==> src/rtl/core/refb_pkg.sv <==
// ----------------------------------------------------------------------------
// refb_pkg: shared types and constants of the trimmed-mean 3x3 RGB filter
// Pixel and line store entry types, pipeline beat bundles, register indexes
// and the fixed arithmetic constants of the divide by seven.
// ----------------------------------------------------------------------------
`default_nettype none

package refb_pkg;

    // Line store depth (widest supported row)
    localparam int MAX_WIDTH   = 1024;
    localparam int COL_W       = (MAX_WIDTH > 2) ? $clog2(MAX_WIDTH) : 1;
    localparam int WCNT_W      = $clog2(MAX_WIDTH + 1);

    // Configuration registers
    localparam int FW_W        = 11;
    localparam int FH_W        = 16;
    localparam int ROW_W       = FH_W + 1;
    localparam int CFG_DATA_W  = 16;
    localparam int CFG_INDEX_W = 1;
    localparam logic [FW_W-1:0] FRAME_WIDTH_RESET  = 11'd640;
    localparam logic [FH_W-1:0] FRAME_HEIGHT_RESET = 16'd480;
    localparam int MIN_DIM     = 3;

    typedef enum logic [CFG_INDEX_W-1:0] {
        REG_FRAME_WIDTH  = 1'b0,
        REG_FRAME_HEIGHT = 1'b1
    } cfg_reg_t;

    // Pixel arithmetic
    localparam int CHAN_W      = 8;
    localparam int CHAN_MAX    = 255;
    localparam int LUMA_W      = 10;
    localparam int SUM_W       = 12;
    localparam int WIN_SIZE    = 9;
    localparam int WIN_CENTER  = 4;
    localparam int WIN_IDX_W   = 4;

    // Divide by seven: floor(t * RECIP7 / 2^RECIP_SHIFT) is exact for t < 5461
    localparam int RECIP7      = 4682;
    localparam int RECIP_W     = 13;
    localparam int RECIP_SHIFT = 15;
    localparam int PROD_W      = SUM_W + RECIP_W;
    localparam int QUOT_W      = PROD_W - RECIP_SHIFT;

    // Output queue and result credit
    localparam int FIFO_DEPTH  = 8;
    localparam int FIFO_PTR_W  = $clog2(FIFO_DEPTH);
    localparam int FIFO_CNT_W  = $clog2(FIFO_DEPTH + 1);
    localparam int INFLIGHT_W  = 3;

    // Channel 2 is red, 1 is green, 0 is blue
    typedef logic [2:0][CHAN_W-1:0] pixel_t;

    typedef struct packed {
        pixel_t upper;
        pixel_t lower;
    } line_entry_t;

    typedef struct packed {
        logic result;
        logic interior;
        logic frame_end;
    } meta_t;

    typedef struct packed {
        logic             act;
        meta_t            meta;
        logic [COL_W-1:0] col;
        pixel_t           px;
    } front_t;

    typedef struct packed {
        pixel_t px;
        logic   frame_end;
    } out_beat_t;

endpackage

`default_nettype wire

==> src/rtl/core/refb_window.sv <==
// ----------------------------------------------------------------------------
// refb_window: line store write-back, 3x3 window and trimmed mean datapath
// Rotates the line store entry, shifts the window, then over three stages
// sums the channels, finds the brightest and darkest pixels, removes them,
// divides by seven and clamps. Border positions take the window center.
// ----------------------------------------------------------------------------
`default_nettype none

module refb_window
    import refb_pkg::*;
(
    input  logic                  clk,
    input  logic                  rst_n,
    input  front_t                front,
    input  line_entry_t           rd_data,
    output logic                  wr_en,
    output logic [COL_W-1:0]      wr_addr,
    output line_entry_t           wr_data,
    output logic                  push_valid,
    output out_beat_t             push_beat,
    output logic [INFLIGHT_W-1:0] pending
);

    pixel_t                  win_reg [WIN_SIZE];
    meta_t                   sh_meta_reg;

    meta_t                   st_meta_reg;
    pixel_t                  st_win_reg [WIN_SIZE];
    logic [LUMA_W-1:0]       st_luma_reg [WIN_SIZE];
    logic [2:0][SUM_W-1:0]   st_sum_reg;

    meta_t                   sel_meta_reg;
    logic [2:0][SUM_W-1:0]   sel_sum_reg;
    pixel_t                  sel_hi_reg;
    pixel_t                  sel_lo_reg;
    pixel_t                  sel_center_reg;

    logic [LUMA_W-1:0]       luma [WIN_SIZE];
    logic [2:0][SUM_W-1:0]   sum;
    logic [WIN_IDX_W-1:0]    hi_idx, lo_idx;
    logic [LUMA_W-1:0]       hi_val, lo_val;
    logic [2:0][SUM_W-1:0]   trim;
    logic [2:0][PROD_W-1:0]  prod;
    logic [2:0][QUOT_W-1:0]  quot;
    pixel_t                  mean_px;

    // Rotate the line store entry: lower row moves up, new pixel enters
    assign wr_en   = front.act;
    assign wr_addr = front.col;
    assign wr_data = '{upper: rd_data.lower, lower: front.px};

    // Shift the window one column
    always_ff @(posedge clk or negedge rst_n)
    begin
        if (!rst_n)
        begin
            for (int i = 0; i < WIN_SIZE; i++)
                win_reg[i] <= '0;
        end
        else if (front.act)
        begin
            for (int r = 0; r < 3; r++)
            begin
                win_reg[r*3]     <= win_reg[r*3 + 1];
                win_reg[r*3 + 1] <= win_reg[r*3 + 2];
            end
            win_reg[2] <= rd_data.upper;
            win_reg[5] <= rd_data.lower;
            win_reg[8] <= front.px;
        end
    end

    // Stage control
    always_ff @(posedge clk or negedge rst_n)
    begin
        if (!rst_n)
        begin
            sh_meta_reg  <= '0;
            st_meta_reg  <= '0;
            sel_meta_reg <= '0;
        end
        else
        begin
            sh_meta_reg  <= front.meta;
            st_meta_reg  <= sh_meta_reg;
            sel_meta_reg <= st_meta_reg;
        end
    end

    // Brightness per pixel and channel sums over the window
    always_comb
    begin
        sum = '0;
        for (int i = 0; i < WIN_SIZE; i++)
        begin
            luma[i] = LUMA_W'(win_reg[i][2]) + LUMA_W'(win_reg[i][1])
                    + LUMA_W'(win_reg[i][0]);
            for (int k = 0; k < 3; k++)
                sum[k] = sum[k] + SUM_W'(win_reg[i][k]);
        end
    end

    always_ff @(posedge clk)
    begin
        for (int i = 0; i < WIN_SIZE; i++)
        begin
            st_win_reg[i]  <= win_reg[i];
            st_luma_reg[i] <= luma[i];
        end
        st_sum_reg <= sum;
    end

    // Pick the first brightest and the last darkest pixel
    always_comb
    begin
        hi_idx = '0;
        lo_idx = '0;
        hi_val = st_luma_reg[0];
        lo_val = st_luma_reg[0];
        for (int i = 1; i < WIN_SIZE; i++)
        begin
            if (st_luma_reg[i] > hi_val)
            begin
                hi_val = st_luma_reg[i];
                hi_idx = WIN_IDX_W'(i);
            end
            if (st_luma_reg[i] <= lo_val)
            begin
                lo_val = st_luma_reg[i];
                lo_idx = WIN_IDX_W'(i);
            end
        end
    end

    always_ff @(posedge clk)
    begin
        sel_sum_reg    <= st_sum_reg;
        sel_hi_reg     <= st_win_reg[hi_idx];
        sel_lo_reg     <= st_win_reg[lo_idx];
        sel_center_reg <= st_win_reg[WIN_CENTER];
    end

    // Drop the extremes, divide by seven through the reciprocal, clamp
    always_comb
    begin
        for (int k = 0; k < 3; k++)
        begin
            trim[k] = sel_sum_reg[k] - SUM_W'(sel_hi_reg[k]) - SUM_W'(sel_lo_reg[k]);
            prod[k] = PROD_W'(trim[k]) * PROD_W'(RECIP7);
            quot[k] = prod[k][PROD_W-1:RECIP_SHIFT];
            if (quot[k] > QUOT_W'(CHAN_MAX))
                mean_px[k] = CHAN_W'(CHAN_MAX);
            else
                mean_px[k] = quot[k][CHAN_W-1:0];
        end
    end

    assign push_valid = sel_meta_reg.result;
    assign push_beat  = '{px: sel_meta_reg.interior ? mean_px : sel_center_reg,
                          frame_end: sel_meta_reg.frame_end};

    assign pending = INFLIGHT_W'(sh_meta_reg.result) + INFLIGHT_W'(st_meta_reg.result)
                   + INFLIGHT_W'(sel_meta_reg.result);

endmodule

`default_nettype wire

==> config.mk <==
export PLATFORM = sky130hd
export DESIGN_NAME = refb_window
export DESIGN_NICKNAME = d
export VERILOG_FILES = /design/src/rtl/core/refb_pkg.sv /design/src/rtl/core/refb_window.sv
export SDC_FILE = /design/constraint.sdc
export NUM_CORES = 2
export LEC_CHECK = 0
export ABC_AREA = 1
export ABC_CLOCK_PERIOD_IN_PS = 38000
export BUFFER_PORTS_ARGS = -buffer_cell sky130_fd_sc_hd__buf_2
export CORE_UTILIZATION = 47
export CTS_BUF_LIST = sky130_fd_sc_hd__clkbuf_4 sky130_fd_sc_hd__clkbuf_8 sky130_fd_sc_hd__clkbuf_16
export DETAILED_ROUTE_END_ITERATION = 6
export GPL_ROUTABILITY_DRIVEN = 0
export SYNTH_ARGS = -nofsm -noshare
export SYNTH_HDL_FRONTEND = slang
export SYNTH_SLANG_ARGS = --single-unit
export TNS_END_PERCENT = 5
==> constraint.sdc <==
create_clock -name clk -period 38 [get_ports clk]
set_input_delay 3.8 -clock clk [delete_from_list [all_inputs] [get_ports clk]]
set_output_delay 3.8 -clock clk [all_outputs]
set_load 0.005 [all_outputs]
==> flow_summary.json <==
{
  "drc": 0,
  "cts_resized": 0,
  "ys_types": 52,
  "seqCellArea_um2": 14640,
  "chipHeight_um": 307.5,
  "multi_input_area_um2": 24900,
  "fill_cells": 8567,
  "path_max_fanout": 30,
  "vias_per_cell": 5.259,
  "period_needed_ns": 14.92,
  "num_vias": 33440,
  "ctsHoldBuffers": 0,
  "htreeDepth": 3,
  "drv_slew": 0,
  "core-area_um2": 92080,
  "synth_top_cell_by_area": "dfxtp_1",
  "seq_area_frac_synth_pct": 33.37,
  "crit_required_ns": 38.52,
  "synth-edff-count": 0,
  "max-slew-margin-rel_pct": 15.99,
  "initial_core_util_pct": 47.64,
  "worstPathArrival_ns": 15.44,
  "path_clk_slew_ns": 0.06,
  "grt_pass1_wl_mm": 206.6,
  "grt_overflow": 0,
  "antenna_found_initial": 7,
  "clk_latency_ns": 0.64,
  "yosysMostFrequentCell": "nand2_1",
  "rsz0062_at_grt": "no",
  "drive_gt1_share_pct": 9.761,
  "die-area_um2": 94550,
  "synth_nets": 5864,
  "syn_area_um2": 43860,
  "critical_path_class": "flip-flop to flip-flop",
  "hold_viol": 0,
  "cts.sinks": 675,
  "io_buffer_count": 154,
  "cap_violations": 0,
  "status": "finished clean",
  "first_pass_iters": 6,
  "synth.avg_cell_area_um2": 8.833,
  "crit_path_end_kind": "flip-flop",
  "cts_root_buf": "clkbuf_16",
  "grt_start_max_net_pins": 238,
  "area_growth_pct": 10.43,
  "fmax_mhz": 67.01,
  "synth_common_cells": "nand2_1 (842), inv_1 (815), nand3_1 (501), ha_1 (488), dfxtp_1 (450)",
  "row_count": 111,
  "crit_slowest_cell": "nand2_2",
  "crit_top_cell": "nand2_1",
  "postCtsSetupBuffers": 0,
  "pin_count": 176,
  "grtUsageTotal_pct": 29.76,
  "drt_iter0_markers": 3001,
  "crit_path_start_kind": "flip-flop",
  "min_period_over_period_pct": 39.27,
  "clk_path_buf_depth": 3,
  "synth-seq-cells": 675,
  "async_flop_share_pct": 33.33,
  "finalClockSkew_ns": 0.03454,
  "synth_warnings": 0,
  "synth.area.top_cells": "dfxtp_1 (21%), fa_1 (15%), ha_1 (14%)",
  "ant_nets": 0,
  "critPathBufInv": 14,
  "critical_path.top_delay_family": "simple AND/OR/NAND/NOR gates",
  "tightest_slew_ns": 1.260,
  "routedWlPerCell_um": 21.74,
  "setup_violations": 0,
  "cts_buffers": 78,
  "grt_pass1_vias": 32770,
  "hold_class": "flip-flop to flip-flop",
  "finalSetupTns_ns": 0,
  "tritoncts": "built",
  "ys.flop_type": "dfxtp_1",
  "synth_top_area_share_pct": 20.54,
  "drt-total-wl_mm": 138.2,
  "dp_hpwl_mm": 108.0,
  "syn_inst": 4966,
  "cpPeakStageDelay_ns": 0.61,
  "die_w_um": 307.5,
  "num-nets-final": 5946
}
metal layers:
layer	GRT usage, %	routed length (µm)	vias to the layer above
li1	-	-	16030
met1	38.97	56700	15850
met2	44.79	59220	1275
met3	8.926	14690	282
met4	14.39	7634	0
met5	0	0	-
metrics by stage:
stage	hold slack [ns]	setup slack [ns]	utilization, %	std cells	instance area (µm²)
2_1_floorplan	0.3096	24.84	-	4966	43860
3_3_place_gp	0.3107	23.71	49.44	6211	45520
3_5_place_dp	0.3121	23.44	49.44	6211	45520
4_1_cts	0.3222	23.41	52.60	6355	48430
5_1_grt	0.3278	21.57	52.60	6355	48430
6_report	0.3219	23.08	52.61	6359	48440
path summary, 6_finish.rpt:
| kind | from | endpoint | slack [ns] | cells past startpoint |
|---|---|---|---|---|
| max reg2reg | st_luma_reg[0][11] | sel_lo_reg[22] | 23.08 | 83 |
| max | st_luma_reg[0][11] | sel_lo_reg[22] | 23.08 | 83 |
| min | st_sum_reg[11] | sel_sum_reg[11] | 0.32 | 0 |
| max in group asynchronous | rst_n | win_reg[92] | 33.44 | 2 |
| min reg2reg | st_sum_reg[11] | sel_sum_reg[11] | 0.32 | 0 |
| min in group asynchronous | rst_n | push_beat[0] | 3.22 | 1 |
cells by family (layout without fill, tap and decap cells):
family	Yosys count	count (layout)	synth area share (%)
AND/OR/NAND/NOR	1620	1620	16.24
buffers and inverters	1045	1191	9.918
adder cells (fa/ha/maj)	810	810	28.62
flip-flops	675	675	33.37
AO/OA/AOI/OAI	624	624	7.685
XOR/XNOR	131	131	2.616
multiplexers	60	60	1.540
other	1	5	0.008549
layout make-up:
class,count,share of cell area [%]
multi-input cells,3246,51.40
flip-flops and latches,675,30.22
inverters,824,6.388
clock buffers,120,5.169
well taps,1243,3.211
repair buffers,223,2.753
clock inverters,24,0.8395
diodes,4,0.02066
cells in the final DEF, fill, tap and decap left out, types with 21 or more instances in the layout:
| cell type | instances |
|---|---|
| nand2_1 | 840 |
| inv_1 | 815 |
| nand3_1 | 501 |
| ha_1 | 488 |
| dfxtp_1 | 450 |
| fa_1 | 322 |
| o21ai_0 | 297 |
| a21oi_1 | 229 |
| dfrtp_1 | 225 |
| nor2_1 | 171 |
| buf_2 | 152 |
| xor2_1 | 91 |
| clkbuf_16 | 84 |
| buf_4 | 67 |
| mux2_2 | 60 |
| xnor2_1 | 40 |
| nand4_1 | 31 |
| o21bai_1 | 28 |
| nand2_2 | 23 |
| clkbuf_8 | 21 |
Power is left out: the tool's default activity adds up to more than one toggle a clock period on the data nets, which glitch-free logic cannot reach.
