`src/rtl/core/refb_pkg.sv`:
```
// ----------------------------------------------------------------------------
// refb_pkg: shared types and constants of the trimmed-mean 3x3 RGB filter
// Pixel and line store entry types, pipeline beat bundles, register indexes
// and the fixed arithmetic constants of the divide by seven.
// ----------------------------------------------------------------------------
`default_nettype none

package refb_pkg;

    // Line store depth (widest supported row)
    localparam int MAX_WIDTH   = 1024;
    localparam int COL_W       = (MAX_WIDTH > 2) ? $clog2(MAX_WIDTH) : 1;
    localparam int WCNT_W      = $clog2(MAX_WIDTH + 1);

    // Configuration registers
    localparam int FW_W        = 11;
    localparam int FH_W        = 16;
    localparam int ROW_W       = FH_W + 1;
    localparam int CFG_DATA_W  = 16;
    localparam int CFG_INDEX_W = 1;
    localparam logic [FW_W-1:0] FRAME_WIDTH_RESET  = 11'd640;
    localparam logic [FH_W-1:0] FRAME_HEIGHT_RESET = 16'd480;
    localparam int MIN_DIM     = 3;

    typedef enum logic [CFG_INDEX_W-1:0] {
        REG_FRAME_WIDTH  = 1'b0,
        REG_FRAME_HEIGHT = 1'b1
    } cfg_reg_t;

    // Pixel arithmetic
    localparam int CHAN_W      = 8;
    localparam int CHAN_MAX    = 255;
    localparam int LUMA_W      = 10;
    localparam int SUM_W       = 12;
    localparam int WIN_SIZE    = 9;
    localparam int WIN_CENTER  = 4;
    localparam int WIN_IDX_W   = 4;

    // Divide by seven: floor(t * RECIP7 / 2^RECIP_SHIFT) is exact for t < 5461
    localparam int RECIP7      = 4682;
    localparam int RECIP_W     = 13;
    localparam int RECIP_SHIFT = 15;
    localparam int PROD_W      = SUM_W + RECIP_W;
    localparam int QUOT_W      = PROD_W - RECIP_SHIFT;

    // Output queue and result credit
    localparam int FIFO_DEPTH  = 8;
    localparam int FIFO_PTR_W  = $clog2(FIFO_DEPTH);
    localparam int FIFO_CNT_W  = $clog2(FIFO_DEPTH + 1);
    localparam int INFLIGHT_W  = 3;

    // Channel 2 is red, 1 is green, 0 is blue
    typedef logic [2:0][CHAN_W-1:0] pixel_t;

    typedef struct packed {
        pixel_t upper;
        pixel_t lower;
    } line_entry_t;

    typedef struct packed {
        logic result;
        logic interior;
        logic frame_end;
    } meta_t;

    typedef struct packed {
        logic             act;
        meta_t            meta;
        logic [COL_W-1:0] col;
        pixel_t           px;
    } front_t;

    typedef struct packed {
        pixel_t px;
        logic   frame_end;
    } out_beat_t;

endpackage

`default_nettype wire

```
`src/rtl/core/refb_ctrl.sv`:
```
// ----------------------------------------------------------------------------
// refb_ctrl: raster position tracking and line store addressing
// Holds the frame size registers and the column and row of the next input,
// decides per beat whether it drains, yields a result, lies inside the
// image and ends the frame, and issues the line store read.
// ----------------------------------------------------------------------------
`default_nettype none

module refb_ctrl
    import refb_pkg::*;
(
    input  logic                   clk,
    input  logic                   rst_n,
    input  logic                   cfg_write,
    input  logic [CFG_INDEX_W-1:0] cfg_index,
    input  logic [CFG_DATA_W-1:0]  cfg_data,
    input  logic                   accept,
    input  logic                   op,
    input  pixel_t                 in_px,
    output logic                   rd_en,
    output logic [COL_W-1:0]       rd_addr,
    output front_t                 front
);

    logic [FW_W-1:0]   frame_width_reg;
    logic [FH_W-1:0]   frame_height_reg;
    logic [COL_W-1:0]  in_col_reg, in_col_next;
    logic [ROW_W-1:0]  in_row_reg, in_row_next;

    logic              front_act_reg;
    meta_t             front_meta_reg;
    logic [COL_W-1:0]  front_col_reg;
    pixel_t            front_px_reg;

    logic [WCNT_W-1:0] w_eff;
    logic [FH_W-1:0]   h_eff;
    logic [ROW_W-1:0]  h_ext;
    logic [WCNT_W-1:0] col_ext;
    logic [WCNT_W-1:0] c_ext;
    logic [WCNT_W-1:0] c_inc;
    logic [COL_W-1:0]  c;
    logic [ROW_W-1:0]  row_a;
    logic [ROW_W-1:0]  orow;
    logic [WCNT_W-1:0] ocol;
    logic              draining;
    logic              act;
    logic              result;
    logic              interior;
    logic              frame_end;
    pixel_t            px;

    // Write configuration registers
    always_ff @(posedge clk or negedge rst_n)
    begin
        if (!rst_n)
        begin
            frame_width_reg  <= FRAME_WIDTH_RESET;
            frame_height_reg <= FRAME_HEIGHT_RESET;
        end
        else if (cfg_write)
        begin
            unique case (cfg_reg_t'(cfg_index))
                REG_FRAME_WIDTH:  frame_width_reg  <= cfg_data[FW_W-1:0];
                REG_FRAME_HEIGHT: frame_height_reg <= cfg_data[FH_W-1:0];
            endcase
        end
    end

    // Clamp frame size to the supported range
    always_comb
    begin
        if (32'(frame_width_reg) < MIN_DIM)
            w_eff = WCNT_W'(MIN_DIM);
        else if (32'(frame_width_reg) > MAX_WIDTH)
            w_eff = WCNT_W'(MAX_WIDTH);
        else
            w_eff = WCNT_W'(frame_width_reg);

        if (32'(frame_height_reg) < MIN_DIM)
            h_eff = FH_W'(MIN_DIM);
        else
            h_eff = frame_height_reg;
        h_ext = ROW_W'(h_eff);
    end

    // Locate the beat in the raster and decide what it produces
    always_comb
    begin
        draining = (in_row_reg >= h_ext);
        act      = accept && (draining || !op);
        px       = draining ? '0 : in_px;

        // wrap a column left beyond a shrunken width
        col_ext = WCNT_W'(in_col_reg);
        if (col_ext >= w_eff)
        begin
            c     = '0;
            row_a = in_row_reg + ROW_W'(1);
        end
        else
        begin
            c     = in_col_reg;
            row_a = in_row_reg;
        end
        c_ext = WCNT_W'(c);

        if (c == '0)
        begin
            orow = row_a - ROW_W'(2);
            ocol = w_eff - WCNT_W'(1);
        end
        else
        begin
            orow = row_a - ROW_W'(1);
            ocol = c_ext - WCNT_W'(1);
        end

        result    = act && ((row_a >= ROW_W'(2)) || (row_a == ROW_W'(1) && c != '0));
        interior  = (orow >= ROW_W'(1)) && (orow <= h_ext - ROW_W'(2))
                 && (ocol >= WCNT_W'(1)) && (ocol <= w_eff - WCNT_W'(2));
        frame_end = result && (orow >= h_ext - ROW_W'(1)) && (ocol == w_eff - WCNT_W'(1));

        // advance to the next position
        c_inc = c_ext + WCNT_W'(1);
        if (c_inc >= w_eff)
        begin
            in_col_next = '0;
            in_row_next = row_a + ROW_W'(1);
        end
        else
        begin
            in_col_next = c_inc[COL_W-1:0];
            in_row_next = row_a;
        end
        if (frame_end)
        begin
            in_col_next = '0;
            in_row_next = '0;
        end
    end

    // Hold raster position
    always_ff @(posedge clk or negedge rst_n)
    begin
        if (!rst_n)
        begin
            in_col_reg <= '0;
            in_row_reg <= '0;
        end
        else if (act)
        begin
            in_col_reg <= in_col_next;
            in_row_reg <= in_row_next;
        end
    end

    // Front stage control
    always_ff @(posedge clk or negedge rst_n)
    begin
        if (!rst_n)
        begin
            front_act_reg  <= 1'b0;
            front_meta_reg <= '0;
        end
        else
        begin
            front_act_reg  <= act;
            front_meta_reg <= '{result: result, interior: interior, frame_end: frame_end};
        end
    end

    // Front stage payload
    always_ff @(posedge clk)
    begin
        front_col_reg <= c;
        front_px_reg  <= px;
    end

    assign rd_en   = act;
    assign rd_addr = c;
    assign front   = '{act: front_act_reg, meta: front_meta_reg,
                       col: front_col_reg, px: front_px_reg};

endmodule

`default_nettype wire

```
`config.mk`:
```
export PLATFORM = sky130hd
export DESIGN_NAME = refb_ctrl
export DESIGN_NICKNAME = d
export VERILOG_FILES = /design/src/rtl/core/refb_pkg.sv /design/src/rtl/core/refb_ctrl.sv
export SDC_FILE = /design/constraint.sdc
export NUM_CORES = 1
export LEC_CHECK = 0
export ABC_CLOCK_PERIOD_IN_PS = 10100
export BUFFER_PORTS_ARGS = -buffer_cell sky130_fd_sc_hd__buf_2
export CORE_MARGIN = 2
export CORE_UTILIZATION = 60
export DETAILED_ROUTE_END_ITERATION = 7
export PLACE_DENSITY = 0.82
export SYNTH_ARGS = -nofsm -noshare
export SYNTH_HDL_FRONTEND = slang
export SYNTH_SLANG_ARGS = --single-unit
```
`constraint.sdc`:
```
create_clock -name clk -period 10.1 [get_ports clk]
set_input_delay 1.515 -clock clk [delete_from_list [all_inputs] [get_ports clk]]
set_output_delay 1.515 -clock clk [all_outputs]
set_load 0.1 [all_outputs]
```
==> run metrics <==
outcome=finished clean; cell taking the most area after synthesis=dfrtp_1; most frequent CP cell=ha_1; r2r endpoint=in_col_reg[7]; CP endpoint kind=register; Die W=120.6 um; Worst Skew=0.01038 ns; area delta synth->final=10.16%; largest cells by area after synthesis=dfrtp_1 16%, ha_1 15%, dfxtp_1 8.4%, xnor2_1 6.9%, nand2_1 4.5%; Synth Flop Type=dfrtp_1; Sink Count=92; asr flop ratio synth=63.04%; vias in the first global route=6919; top cells by count, synth=97 x nand2_1, 96 x ha_1, 68 x nor2_1, 64 x xnor2_1, 52 x dfrtp_1; critical path arrival=8.15 ns; EDFF count, synth=0; delay-heaviest family, CP=compound AO/OA/AOI/OAI gates; hold endpoint=frame_height_reg[1]; CORE AREA=13240 um2; initial core utilization=61.55%; HP Start=frame_height_reg[1]; Final period util=78.44%; Mapped Cells=966; number of flip-flops in the largest register=27; Final Max Slew Viols=0; Hold Crit Class=register to register; Post-Route WL=21540 um; ant diodes=0; pin count of the biggest net entering global routing=59; register area share after synthesis=26.25%; worst reg-to-reg path cell count=26; first drt pass iteration count=6; Iteration-0 DRC Markers=843; post-CTS repair timing setup buffer count=0; initial antenna violation count=0; number of remaining DRC errors=0; endpoints failing setup=0; Clock transition at path regs=0.07 ns; Fin Hold WS=0.5393 ns; Tmin final=7.922 ns; vias per cell=6.161; fraction of layout instances using a drive strength above 1=17.00%; worst-margin pin slew=0.9512 ns; Startpoint Class=register; Yosys top cell area share=15.97%; kind of critical path=register to register; post-layout util=67.80%; port bufs=94; GR Overflow Total=0; cell row count=42; MaxCap Viol Count=0; CP peak stage delay=0.59 ns; final-stage net count=1172; gr usage total=30.75%; Ys Warns=0; Clock Tree Root=clkbuf_16; Max Fanout on Critical Path=28; die area=14530 um2; Worst path slowest cell=a21oi_4; global-route wire length before repair=35250 um; area of the multi-input gates=5640 um2; #FFs+latches synth=92; post-synthesis cell type count=80; R2R Path Start=frame_width_reg[10]; Num CTS Buffers=9; post-cts sizing count=0; cell with the most instances after synthesis=nand2_1; I/O pin count=95; final HPWL from detailed placement=16840 um; WP buf/inv=3; CP Data Required Time=10.33 ns; Post-DRT Antenna Nets=0; die height=120.6 um; flop-to-flop setup slack=2.18 ns; maximum clock rate=0.1262 GHz; Fin Setup TNS=0 ns; gpl congestion=0.9927; vias post-DR=7461; CTS tree=built; Hold Buf Count CTS=0; unrepaired setup endpoints after global routing=false; Fill cells=1142; clk buf depth=2; slew margin rel.=36.46%; endpoints failing hold=0; Skew-Pair Late Insertion Delay=0.36 ns; sequential cell area=2140 um2; Cell Area, Synth=8150 um2; hold depth=1; H-tree levels=3; Avg Inst Size Synth=8.437 um2; Avg WL per Cell=17.78 um
==> cell usage in the layout (no fill, tap or decap), types with 6 or more instances in the layout <==
| cell type | netlist | final |
|---|---|---|
| a21oi_1 | 39 | 39 |
| nand2b_1 | 12 | 12 |
| dfxtp_1 | 34 | 34 |
| clkbuf_16 | 0 | 9 |
| nor3_1 | 27 | 27 |
| nor2_1 | 68 | 68 |
| nor4_1 | 16 | 16 |
| nand2_1 | 97 | 97 |
| buf_2 | 7 | 94 |
| nand4_1 | 20 | 20 |
| o21a_1 | 11 | 11 |
| dfrtp_1 | 52 | 52 |
| inv_1 | 43 | 43 |
| or3_1 | 14 | 14 |
| xor2_1 | 24 | 24 |
| a31oi_1 | 6 | 6 |
| and2_1 | 36 | 36 |
| ha_1 | 96 | 96 |
| a21o_1 | 19 | 19 |
| o31ai_1 | 19 | 19 |
| nand3_1 | 33 | 33 |
| nor2b_1 | 8 | 8 |
| mux2_2 | 29 | 29 |
| xnor2_1 | 64 | 64 |
| buf_4 | 3 | 6 |
| dfstp_2 | 6 | 6 |
| o21ai_0 | 38 | 38 |
| and3_1 | 7 | 7 |
==> kinds of logic (layout without fill, tap and decap cells) <==
group | count (synthesis) | after routing | synth area share [%]
AO/OA/AOI/OAI | 195 | 195 | 16.84
XOR/XNOR | 89 | 89 | 9.656
adder cells (fa/ha/maj) | 96 | 96 | 14.74
buffers and inverters | 92 | 160 | 4.590
flip-flops | 92 | 92 | 26.25
multiplexers | 34 | 34 | 4.621
other | 1 | 2 | 0.04601
AND/OR/NAND/NOR | 367 | 367 | 23.26
==> stage by stage <==
| step | instance area, um2 | instances | setup slack (ns) |
|---|---|---|---|
| after floorplan | 8154 | 967 | 2.953 |
| after global placement | 8681 | 1195 | 2.582 |
| after detailed placement | 8681 | 1195 | 2.361 |
| after CTS | 8979 | 1211 | 2.316 |
| after global routing | 8979 | 1211 | 1.642 |
| final | 8979 | 1211 | 2.178 |
==> cell type report <==
type                            count  share of cell area, %
Tap cell                          176                  2.453
Clock inverter                      6                 0.7664
Inverter                           44                  1.839
Multi-Input combinational cell    783                  62.82
Timing Repair Buffer              100                  5.741
Clock buffer                       10                  2.550
Sequential cell                    92                  23.83
==> how the worst max path moves through the flow <==
stage | depth (start not counted) | startpoint | slack (ns) | endpoint
after floorplan | 32 | frame_width_reg[10] | 2.95 | in_col_reg[4]
after global placement | 26 | frame_width_reg[10] | 2.58 | in_col_reg[7]
after detailed placement | 26 | frame_width_reg[10] | 2.36 | in_col_reg[7]
after CTS | 26 | frame_width_reg[10] | 2.32 | in_col_reg[7]
after global routing | 26 | frame_width_reg[10] | 1.64 | in_row_reg[16]
final | 26 | frame_width_reg[10] | 2.18 | in_col_reg[7]
==> routing by layer <==
layer / up-vias / GRT usage, % / share of wire, %
met5: - / 0 / 0
met4: 0 / 11.26 / 2.8
met3: 42 / 6.179 / 8.3
met2: 368 / 45.80 / 43
met1: 3449 / 44.08 / 46
li1: 3602 / - / -
Power is not shown: default switching activity piles up to over one toggle a cycle in this logic, so the estimate is an artifact.
