==> src/rtl/core/refb_pkg.sv <==
// ----------------------------------------------------------------------------
// refb_pkg: shared types and constants of the trimmed-mean 3x3 RGB filter
// Pixel and line store entry types, pipeline beat bundles, register indexes
// and the fixed arithmetic constants of the divide by seven.
// ----------------------------------------------------------------------------
`default_nettype none

package refb_pkg;

    // Line store depth (widest supported row)
    localparam int MAX_WIDTH   = 1024;
    localparam int COL_W       = (MAX_WIDTH > 2) ? $clog2(MAX_WIDTH) : 1;
    localparam int WCNT_W      = $clog2(MAX_WIDTH + 1);

    // Configuration registers
    localparam int FW_W        = 11;
    localparam int FH_W        = 16;
    localparam int ROW_W       = FH_W + 1;
    localparam int CFG_DATA_W  = 16;
    localparam int CFG_INDEX_W = 1;
    localparam logic [FW_W-1:0] FRAME_WIDTH_RESET  = 11'd640;
    localparam logic [FH_W-1:0] FRAME_HEIGHT_RESET = 16'd480;
    localparam int MIN_DIM     = 3;

    typedef enum logic [CFG_INDEX_W-1:0] {
        REG_FRAME_WIDTH  = 1'b0,
        REG_FRAME_HEIGHT = 1'b1
    } cfg_reg_t;

    // Pixel arithmetic
    localparam int CHAN_W      = 8;
    localparam int CHAN_MAX    = 255;
    localparam int LUMA_W      = 10;
    localparam int SUM_W       = 12;
    localparam int WIN_SIZE    = 9;
    localparam int WIN_CENTER  = 4;
    localparam int WIN_IDX_W   = 4;

    // Divide by seven: floor(t * RECIP7 / 2^RECIP_SHIFT) is exact for t < 5461
    localparam int RECIP7      = 4682;
    localparam int RECIP_W     = 13;
    localparam int RECIP_SHIFT = 15;
    localparam int PROD_W      = SUM_W + RECIP_W;
    localparam int QUOT_W      = PROD_W - RECIP_SHIFT;

    // Output queue and result credit
    localparam int FIFO_DEPTH  = 8;
    localparam int FIFO_PTR_W  = $clog2(FIFO_DEPTH);
    localparam int FIFO_CNT_W  = $clog2(FIFO_DEPTH + 1);
    localparam int INFLIGHT_W  = 3;

    // Channel 2 is red, 1 is green, 0 is blue
    typedef logic [2:0][CHAN_W-1:0] pixel_t;

    typedef struct packed {
        pixel_t upper;
        pixel_t lower;
    } line_entry_t;

    typedef struct packed {
        logic result;
        logic interior;
        logic frame_end;
    } meta_t;

    typedef struct packed {
        logic             act;
        meta_t            meta;
        logic [COL_W-1:0] col;
        pixel_t           px;
    } front_t;

    typedef struct packed {
        pixel_t px;
        logic   frame_end;
    } out_beat_t;

endpackage

`default_nettype wire

==> src/rtl/core/refb_stream_ifs.sv <==
// ----------------------------------------------------------------------------
// refb_stream_ifs: pixel stream channels of the trimmed-mean filter
// Input channel carries an op code and one RGB pixel, output channel one
// filtered pixel and a frame end mark. A beat moves when valid and ready meet.
// ----------------------------------------------------------------------------
`default_nettype none


interface refb_pixel_out_if
    import refb_pkg::*;
();
    logic              valid;
    logic              ready;
    logic [CHAN_W-1:0] out_red;
    logic [CHAN_W-1:0] out_green;
    logic [CHAN_W-1:0] out_blue;
    logic              frame_end;

    modport source (output valid, out_red, out_green, out_blue, frame_end, input ready);
    modport sink   (input valid, out_red, out_green, out_blue, frame_end, output ready);
endinterface

`default_nettype wire

==> src/rtl/core/refb_out_fifo.sv <==
// ----------------------------------------------------------------------------
// refb_out_fifo: result queue in front of the output channel
// Absorbs results while the receiver stalls. Its level feeds the input
// credit check, so a push never finds it full.
// ----------------------------------------------------------------------------
`default_nettype none

module refb_out_fifo
    import refb_pkg::*;
(
    input  logic                  clk,
    input  logic                  rst_n,
    input  logic                  push_valid,
    input  out_beat_t             push_beat,
    refb_pixel_out_if.source      pixel_out,
    output logic [FIFO_CNT_W-1:0] count
);

    out_beat_t               fifo_mem [FIFO_DEPTH];
    logic [FIFO_PTR_W-1:0]   wr_ptr_reg;
    logic [FIFO_PTR_W-1:0]   rd_ptr_reg;
    logic [FIFO_CNT_W-1:0]   count_reg;
    logic                    pop;
    out_beat_t               head;

    assign pop = pixel_out.valid && pixel_out.ready;

    // Store pushed beats
    always_ff @(posedge clk)
    begin
        if (push_valid)
            fifo_mem[wr_ptr_reg] <= push_beat;
    end

    // Advance pointers and level
    always_ff @(posedge clk or negedge rst_n)
    begin
        if (!rst_n)
        begin
            wr_ptr_reg <= '0;
            rd_ptr_reg <= '0;
            count_reg  <= '0;
        end
        else
        begin
            if (push_valid)
                wr_ptr_reg <= wr_ptr_reg + FIFO_PTR_W'(1);
            if (pop)
                rd_ptr_reg <= rd_ptr_reg + FIFO_PTR_W'(1);
            case ({push_valid, pop})
                2'b10:   count_reg <= count_reg + FIFO_CNT_W'(1);
                2'b01:   count_reg <= count_reg - FIFO_CNT_W'(1);
                default: count_reg <= count_reg;
            endcase
        end
    end

    // Present the head beat
    assign head                = fifo_mem[rd_ptr_reg];
    assign pixel_out.valid     = (count_reg != '0);
    assign pixel_out.out_red   = head.px[2];
    assign pixel_out.out_green = head.px[1];
    assign pixel_out.out_blue  = head.px[0];
    assign pixel_out.frame_end = head.frame_end;
    assign count               = count_reg;

endmodule

`default_nettype wire

==> src/flat_wrapper.sv <==
// flat-port wrapper written by rule: the top's interface ports become plain ports
module refb_out_fifo_flat import refb_pkg::*;
  (clk, rst_n, push_valid, push_beat, count, pixel_out_valid, pixel_out_out_red, pixel_out_out_green, pixel_out_out_blue, pixel_out_frame_end, pixel_out_ready);
  refb_pixel_out_if pixel_out_i ();
  input  logic clk;
  input  logic rst_n;
  input  logic push_valid;
  input  out_beat_t push_beat;
  output logic [FIFO_CNT_W-1:0] count;
  output wire logic [$bits(pixel_out_i.valid)-1:0] pixel_out_valid;
  output wire logic [$bits(pixel_out_i.out_red)-1:0] pixel_out_out_red;
  output wire logic [$bits(pixel_out_i.out_green)-1:0] pixel_out_out_green;
  output wire logic [$bits(pixel_out_i.out_blue)-1:0] pixel_out_out_blue;
  output wire logic [$bits(pixel_out_i.frame_end)-1:0] pixel_out_frame_end;
  input wire logic [$bits(pixel_out_i.ready)-1:0] pixel_out_ready;
  assign pixel_out_valid = pixel_out_i.valid;
  assign pixel_out_out_red = pixel_out_i.out_red;
  assign pixel_out_out_green = pixel_out_i.out_green;
  assign pixel_out_out_blue = pixel_out_i.out_blue;
  assign pixel_out_frame_end = pixel_out_i.frame_end;
  assign pixel_out_i.ready = pixel_out_ready;
  refb_out_fifo u_core (.clk(clk), .rst_n(rst_n), .push_valid(push_valid), .push_beat(push_beat), .pixel_out(pixel_out_i), .count(count));
endmodule
==> config.mk <==
export PLATFORM = sky130hd
export DESIGN_NAME = refb_out_fifo_flat
export DESIGN_NICKNAME = d
export VERILOG_FILES = /design/src/rtl/core/refb_pkg.sv /design/src/rtl/core/refb_stream_ifs.sv /design/src/rtl/core/refb_out_fifo.sv /design/src/flat_wrapper.sv
export SDC_FILE = /design/constraint.sdc
export NUM_CORES = 1
export LEC_CHECK = 0
export ABC_CLOCK_PERIOD_IN_PS = 8600
export BUFFER_PORTS_ARGS = -buffer_cell sky130_fd_sc_hd__buf_2
export CORE_MARGIN = 3
export CORE_UTILIZATION = 60
export DETAILED_ROUTE_END_ITERATION = 7
export PLACE_DENSITY_LB_ADDON = 0.08
export SETUP_SLACK_MARGIN = 0.5
export SLEW_MARGIN = 20
export SYNTH_ARGS = -nofsm -noshare
export SYNTH_HDL_FRONTEND = slang
export SYNTH_SLANG_ARGS = --single-unit
export TNS_END_PERCENT = 20
==> constraint.sdc <==
create_clock -name clk -period 8.6 [get_ports clk]
set_input_delay 2.15 -clock clk [delete_from_list [all_inputs] [get_ports clk]]
set_output_delay 2.15 -clock clk [all_outputs]
set_load 0.02 [all_outputs]
==> impl_results.md, run 1 <==
* GPL Wtd Cong at 0.662
* Clock sink total at 210
* Worst-case reg-to-reg path depth at 10
* Final instance area at 9410 sq um
* Total CTS buffers at 21
* Reg power frac at 0.456
* Ports at 59
* Register area share after synthesis at 0.756
* Layout cells sized above 1 at 0.303
* Worst slew pin tran at 0.971 ns
* Post-CTS Repair Setup Buffers at 0
* Dpl cells at 571
* Post-synth net total at 379
* Maxcap violations at 0
* PD cells at 334 nW/um^2
* Vias/cell at 5.92
* Via count at 3601
* Critical path class: reg -> out
* Critical path arrival at 2.89 ns
* Clock Skews at 0.00640 ns
* Synth top cells by count: edfxtp_1 (200), mux4_1 (49), mux2_2 (28), dfrtp_1 (10), nor2_1 (7)
* Die area at 15200 sq um
* Worst hold path class: reg -> reg
* Initial Util at 0.620
* Vias in the first global route at 3760
* First DRT Iteration DRCs at 202
* First-pass GRT wire length at 21200 um
* Final wirelength at 13800 um
* Post-synth top flop: edfxtp_1
* CP Capture Point: pixel_out_out_blue[0]
* Quantity of hold-fixing buffers added after cts at 0
* Worst reg2reg setup slack at 6.12 ns
* CP top delay family: multiplexers
* Initial antenna violation count at 1
* Post-synth EDFFs at 200
* Num rows at 42
* Post-detail-place hpwl at 7670 um
* Fin crit share at 0.586
* Mapped Area at 8270 sq um
* Avg Inst Size Synth at 24.0 sq um
* Startpoint types: flip-flop
* Synth Area in XOR/XNOR at 0.00953
* Fillers at 818
* Most instantiated library cell after synthesis: edfxtp_1
* Area Overhead vs Synth at 13.7%
* CP bufs+invs at 2
* Leak at 3.26 nW
* Synth Area in Compound Gates at 0.00287
* Max FFs per register at 200
* Total global-route track usage at 0.189
* Crit. End Element: primary output
* Internal at 2.21 mW
* Post-synthesis mux area share at 0.196
* Peak VDD IR at 0.208 mV
* Achievable Freq at 198 MHz
* Clk pwr share at 0.260
* Relative slew margins at 0.351
* Residual DRC at 0
* Synth top area share at 0.726
* Comb pwr share at 0.284
* Reg2reg end: u_core.count[2]
* PostCTS Resize Cnt at 0
* Slowest stage delay, CP at 0.76 ns
* Critical path depth in cells at 4
* CP Cell Sequence: buf_4 -> mux4_1 -> mux2_2 -> buf_2
* Post-synth top area cell: edfxtp_1
* CTS tree: done
* Detailed Routing Iterations Pass 1 at 4
* Total gr overflow at 0
* Switching share of power at 0.297
* Status: complete, no violations
* Drt wl/cell at 22.7 um
* Top cells by area, synth: edfxtp_1 (73%), mux4_1 (16%), mux2_2 (3.8%)
* Req. time, crit path at 6.45 ns
* Non-filler instance count after layout at 608
* Diodes inserted at 0
* Simple-gate area share of the yosys netlist at 0.0142
* Antenna viol nets, final at 0
* Reg clk slew, reported paths at 0.06 ns
* Worst reg2reg startpoint: u_core.count[1]
* Synth cell types at 24
* Ys async rst share at 0.0476
* Final Hold Violating Endpoints at 0
* H-tree depth at 1
* Die width at 123 um
* Die H at 123 um
* Nets at 452
* Net Switching at 934 uW
* Worst hold slack at 0.500 ns
* Port-buffer cells at 58
* FF+latch count, synth at 210
* Skew-Pair Late Insertion Delay at 0.47 ns
* Final Critical Period at 5.04 ns
* Final Setup Violations at 0
* Adder-cell area share of the yosys netlist at 0.00756
* Clk root buf: clkbuf_16
* Placed Area at 8790 sq um
* Worst path slowest cell: dfrtp_2
* Ys Warns at 0
* Final Max Tran Viols at 0
* Syn Inst Count at 345
* Largest net degree at the start of global routing at 53
* Core Box Area at 13300 sq um
* Unrepaired setup endpoints after global routing: false
* Max Buffers Root-to-Sink at 3
* Critical Path Source: u_core.rd_ptr_reg[0]
* Largest family of logic cells by synthesized area: multiplexers
* CP max FO at 30
* Setup_tns at 0 ns
[worst reg2reg max path, cell delays in order, from the launching register on]
cell,delay (ns)
dfrtp_1,0.45
or4_4,0.57
nand2_1,0.16
inv_1,0.08
ha_1,0.25
xor2_1,0.17
ha_1,0.18
a21oi_1,0.14
xor2_1,0.16
nor2_1,0.07
xor2_1,0.14
[metal layers]
layer | part of all wire | track usage
met2 | 0.53 | 0.329
met1 | 0.41 | 0.255
met4 | 0.018 | 0.0436
met3 | 0.043 | 0.0325
met5 | 0.00094 | 0
[kinds of logic after synthesis]
family / count (synthesis)
simple gates: 22
mux: 78
xor+xnor: 9
fa+ha+maj: 5
flops: 210
compound gates: 4
buf+inv: 17
[power by group through the flow]
stage | Clock [mW] | Sequential (mW) | Combinational, mW
detailed placement | 0 | 1.46 | 0.906
CTS | 0.838 | 1.44 | 0.911
floorplan | 0 | 1.37 | 0.727
global placement | 0 | 1.45 | 0.901
finish | 0.817 | 1.43 | 0.891
global route | 0.875 | 1.46 | 0.956
[worst min-delay path by stage]
stage / endpoint / depth (start not counted) / start
2_1_floorplan: u_core.wr_ptr_reg[2] / 1 / u_core.wr_ptr_reg[2]
3_3_place_gp: u_core.count[3] / 1 / u_core.count[3]
3_5_place_dp: u_core.count[3] / 1 / u_core.count[3]
4_1_cts: u_core.count[3] / 1 / u_core.count[3]
5_1_grt: u_core.count[3] / 1 / u_core.count[3]
6_report: u_core.count[3] / 1 / u_core.count[3]
[final cells by class]
type | instances | area (sq um) | share of cell area
timing repair buffer | 65 | 343 | 0.0364
multi-input combinational | 118 | 1960 | 0.208
inverter | 2 | 7.51 | 0.000798
clock inverter | 9 | 67.6 | 0.00718
tap | 176 | 220 | 0.0234
sequential | 210 | 6260 | 0.665
clock buffer | 28 | 552 | 0.0586
[layout by cell type (no fill, tap or decap), types with 2 or more instances in the layout]
master     synthesis  final
buf_4              0      7
buf_2              0     58
mux2_2            28     28
clkbuf_1           6      7
nand2_1            4      4
clkinv_1           0      4
a21oi_1            3      3
xnor2_1            4      4
mux4_1            49     49
nand2b_1           4      4
dfrtp_1           10      8
ha_1               5      5
nor2_4             0      5
inv_1              2      2
nor3_2             0      2
xor2_1             5      5
edfxtp_1         200    200
clkinv_2           0      3
clkbuf_16          0     21
[per-stage QoR]
| stage | utilization | power, mW | setup slack (ns) |
|---|---|---|---|
| 3_5_place_dp | 0.659 | 2.37 | 4.01 |
| 6_report | 0.705 | 3.14 | 3.56 |
| 3_3_place_gp | 0.658 | 2.35 | 3.99 |
| 5_1_grt | 0.705 | 3.29 | 3.46 |
| 2_1_floorplan | - | 2.09 | 4.18 |
| 4_1_cts | 0.705 | 3.19 | 3.50 |
Note: power is estimated with default switching activity, not from simulation.
==> run 2, diff against run 1 <==
- ABC_CLOCK_PERIOD_IN_PS: 8600 -> 4250
- CORE_UTILIZATION: 60 -> 54
- clock period: 8.6 -> 4.25 ns (I/O delays scaled with it)
==> run 2 against run 1 <==
Net effect: critical endpoint is now pixel_out_out_blue[3]; sequential power is 97% higher; via count is 1.1% higher; design area is 1.4% higher; setup slack lost 2.8 ns; sequential share of layout area down 0.92 points; critical path type unchanged.
==> impl_results.md, run 2 (synthesis gave the netlist of run 1 again) <==
* Die H at 130 um (was 123 um)
* Ports at 59 (unchanged)
* Req. time, crit path at 3.19 ns (was 6.45 ns)
* Total CTS buffers at 22 (was 21)
* Layout cells sized above 1 at 0.332 (was 0.303)
* Reg clk slew, reported paths at 0.06 ns (about the same)
* CTS tree: done (unchanged)
* Status: complete, no violations (unchanged)
* Placed Area at 8840 sq um (was 8790 sq um)
* Leak at 3.35 nW (was 3.26 nW)
* Antenna viol nets, final at 0 (unchanged)
* Commonest non-fill, non-tap cell in the layout: edfxtp_1 (unchanged)
* Most frequent cells in the layout: edfxtp_1 (200), buf_2 (58), mux4_1 (49) (unchanged)
* GPL Wtd Cong at 0.675 (was 0.662)
* Worst slew pin tran at 0.786 ns (was 0.971 ns)
* Achievable Freq at 283 MHz
* CP bufs+invs at 2 (unchanged)
* Num rows at 44 (was 42)
* Residual DRC at 0 (unchanged)
* Peak VDD IR at 0.484 mV (was 0.208 mV)
* Total gr overflow at 0 (unchanged)
* CP Cell Sequence: buf_12 -> mux4_1 -> mux2_2 -> buf_2 (was buf_4 -> mux4_1 -> mux2_2 -> buf_2)
* Worst path slowest cell: mux4_1 (was dfrtp_2)
* Critical path class: reg -> out (unchanged)
* Relative slew margins at 0.476 (was 0.351)
* Maxcap violations at 0 (unchanged)
* Clk pwr share at 0.278 (was 0.260)
* Internal at 4.63 mW (was 2.21 mW)
* First-pass GRT wire length at 21900 um (was 21200 um)
* Detailed Routing Iterations Pass 1 at 4 (unchanged)
* Finished Core Util at 0.646 (was 0.705)
* CP top delay family: multiplexers (unchanged)
* Crit. End Element: primary output (unchanged)
* Nets at 460 (was 452)
* CP max FO at 40 (was 30)
* Critical path arrival at 2.48 ns (was 2.89 ns)
* Initial antenna violation count at 0 (was 1)
* Slowest stage delay, CP at 0.60 ns (was 0.76 ns)
* Post-detail-place hpwl at 8210 um (was 7670 um)
* Final Max Tran Viols at 0 (unchanged)
* Final instance area at 9540 sq um (was 9410 sq um)
* Skew-Pair Late Insertion Delay at 0.50 ns (was 0.47 ns)
* H-tree depth at 1 (unchanged)
* Die width at 130 um (was 123 um)
* Final Setup Violations at 0 (unchanged)
* Vias/cell at 5.84 (was 5.92)
* Vias in the first global route at 3712 (was 3760)
* Area Overhead vs Synth at 15.3% (was 13.7%)
* Total global-route track usage at 0.178 (was 0.189)
* Comb pwr share at 0.293 (was 0.284)
* Die area at 16800 sq um (was 15200 sq um)
* Fillers at 1015 (was 818)
* Setup_tns at 0 ns (unchanged)
* Clock Skews at 0.0168 ns (was 0.00640 ns)
* Port-buffer cells at 58 (unchanged)
* Worst-case reg-to-reg path depth at 10 (unchanged)
* Net Switching at 1.94 mW (was 934 uW)
* Fin crit share at 0.832
* Startpoint types: flip-flop (unchanged)
* First DRT Iteration DRCs at 231 (was 202)
* Max FFs per register at 200 (unchanged)
* PD cells at 689 nW/um^2 (was 334 nW/um^2)
* Critical Path Source: u_core.rd_ptr_reg[0] (unchanged)
* Largest net degree at the start of global routing at 41 (was 53)
* Unrepaired setup endpoints after global routing: false (unchanged)
* Core Box Area at 14800 sq um (was 13300 sq um)
* Post-CTS Repair Setup Buffers at 0 (unchanged)
* Worst reg2reg setup slack at 1.80 ns (was 6.12 ns)
* Switching share of power at 0.295 (was 0.297)
* Worst reg2reg startpoint: u_core.count[1] (unchanged)
* Drt wl/cell at 22.9 um (was 22.7 um)
* Clk root buf: clkbuf_16 (unchanged)
* Reg2reg end: u_core.count[2] (unchanged)
* Clock sink total at 210 (unchanged)
* Final Critical Period at 3.54 ns
* Reg power frac at 0.429 (was 0.456)
* Initial Util at 0.561 (was 0.620)
* Via count at 3642 (was 3601)
* Max Buffers Root-to-Sink at 3 (unchanged)
* Quantity of hold-fixing buffers added after cts at 0 (unchanged)
* Final wirelength at 14300 um (was 13800 um)
* Worst hold path class: in -> async (was reg -> reg)
* Final Hold Violating Endpoints at 0 (unchanged)
* PostCTS Resize Cnt at 0 (unchanged)
* Diodes inserted at 0 (unchanged)
==> run 2: how the worst max path moves through the flow <==
stage | to | slack, ns | cells past startpoint
after CTS | pixel_out_out_blue[3] | 0.65 | 4
after floorplan | u_core.fifo_mem[0][0] | 0.92 | 2
final | pixel_out_out_blue[3] | 0.71 | 4
after detailed placement | pixel_out_out_red[5] | 1.19 | 4
after global routing | pixel_out_out_blue[3] | 0.61 | 4
after global placement | pixel_out_out_red[5] | 1.19 | 4
==> run 2: cell type report <==
class	count	area, sq um	share of cell area
flip-flops and latches	210	6260	0.656
clock buffers	24	579	0.0607
clock inverters	14	120	0.0126
repair buffers	72	408	0.0428
multi-input cells	118	1930	0.203
well taps	184	230	0.0241
inverters	2	7.51	0.000787
==> run 2: power by group through the flow <==
stage                     Clock [mW]  Combinational, mW  Sequential, mW
after global placement             0               1.96            2.85
after CTS                       1.87               1.98            2.83
final                           1.83               1.92            2.82
after floorplan                    0               1.47            2.76
after global routing            1.96               2.08            2.86
after detailed placement           0               1.97            2.87
==> run 2: metrics by stage <==
step | worst slack (ns) | total power, mW | cells | hold WS [ns]
after floorplan | 0.918 | 4.23 | 345 | 0.517
after global placement | 1.19 | 4.81 | 586 | 0.480
after detailed placement | 1.19 | 4.84 | 586 | 0.509
after CTS | 0.649 | 6.68 | 624 | 0.405
after global routing | 0.612 | 6.89 | 624 | 0.427
final | 0.712 | 6.57 | 624 | 0.424
==> run 2: metal layers <==
layer | GRT usage | part of all wire | wire length, um
met4 | 0.0471 | 0.022 | 309
met5 | 0 | 0 | 0
met3 | 0.0344 | 0.044 | 632
met1 | 0.244 | 0.43 | 6140
met2 | 0.297 | 0.51 | 7230
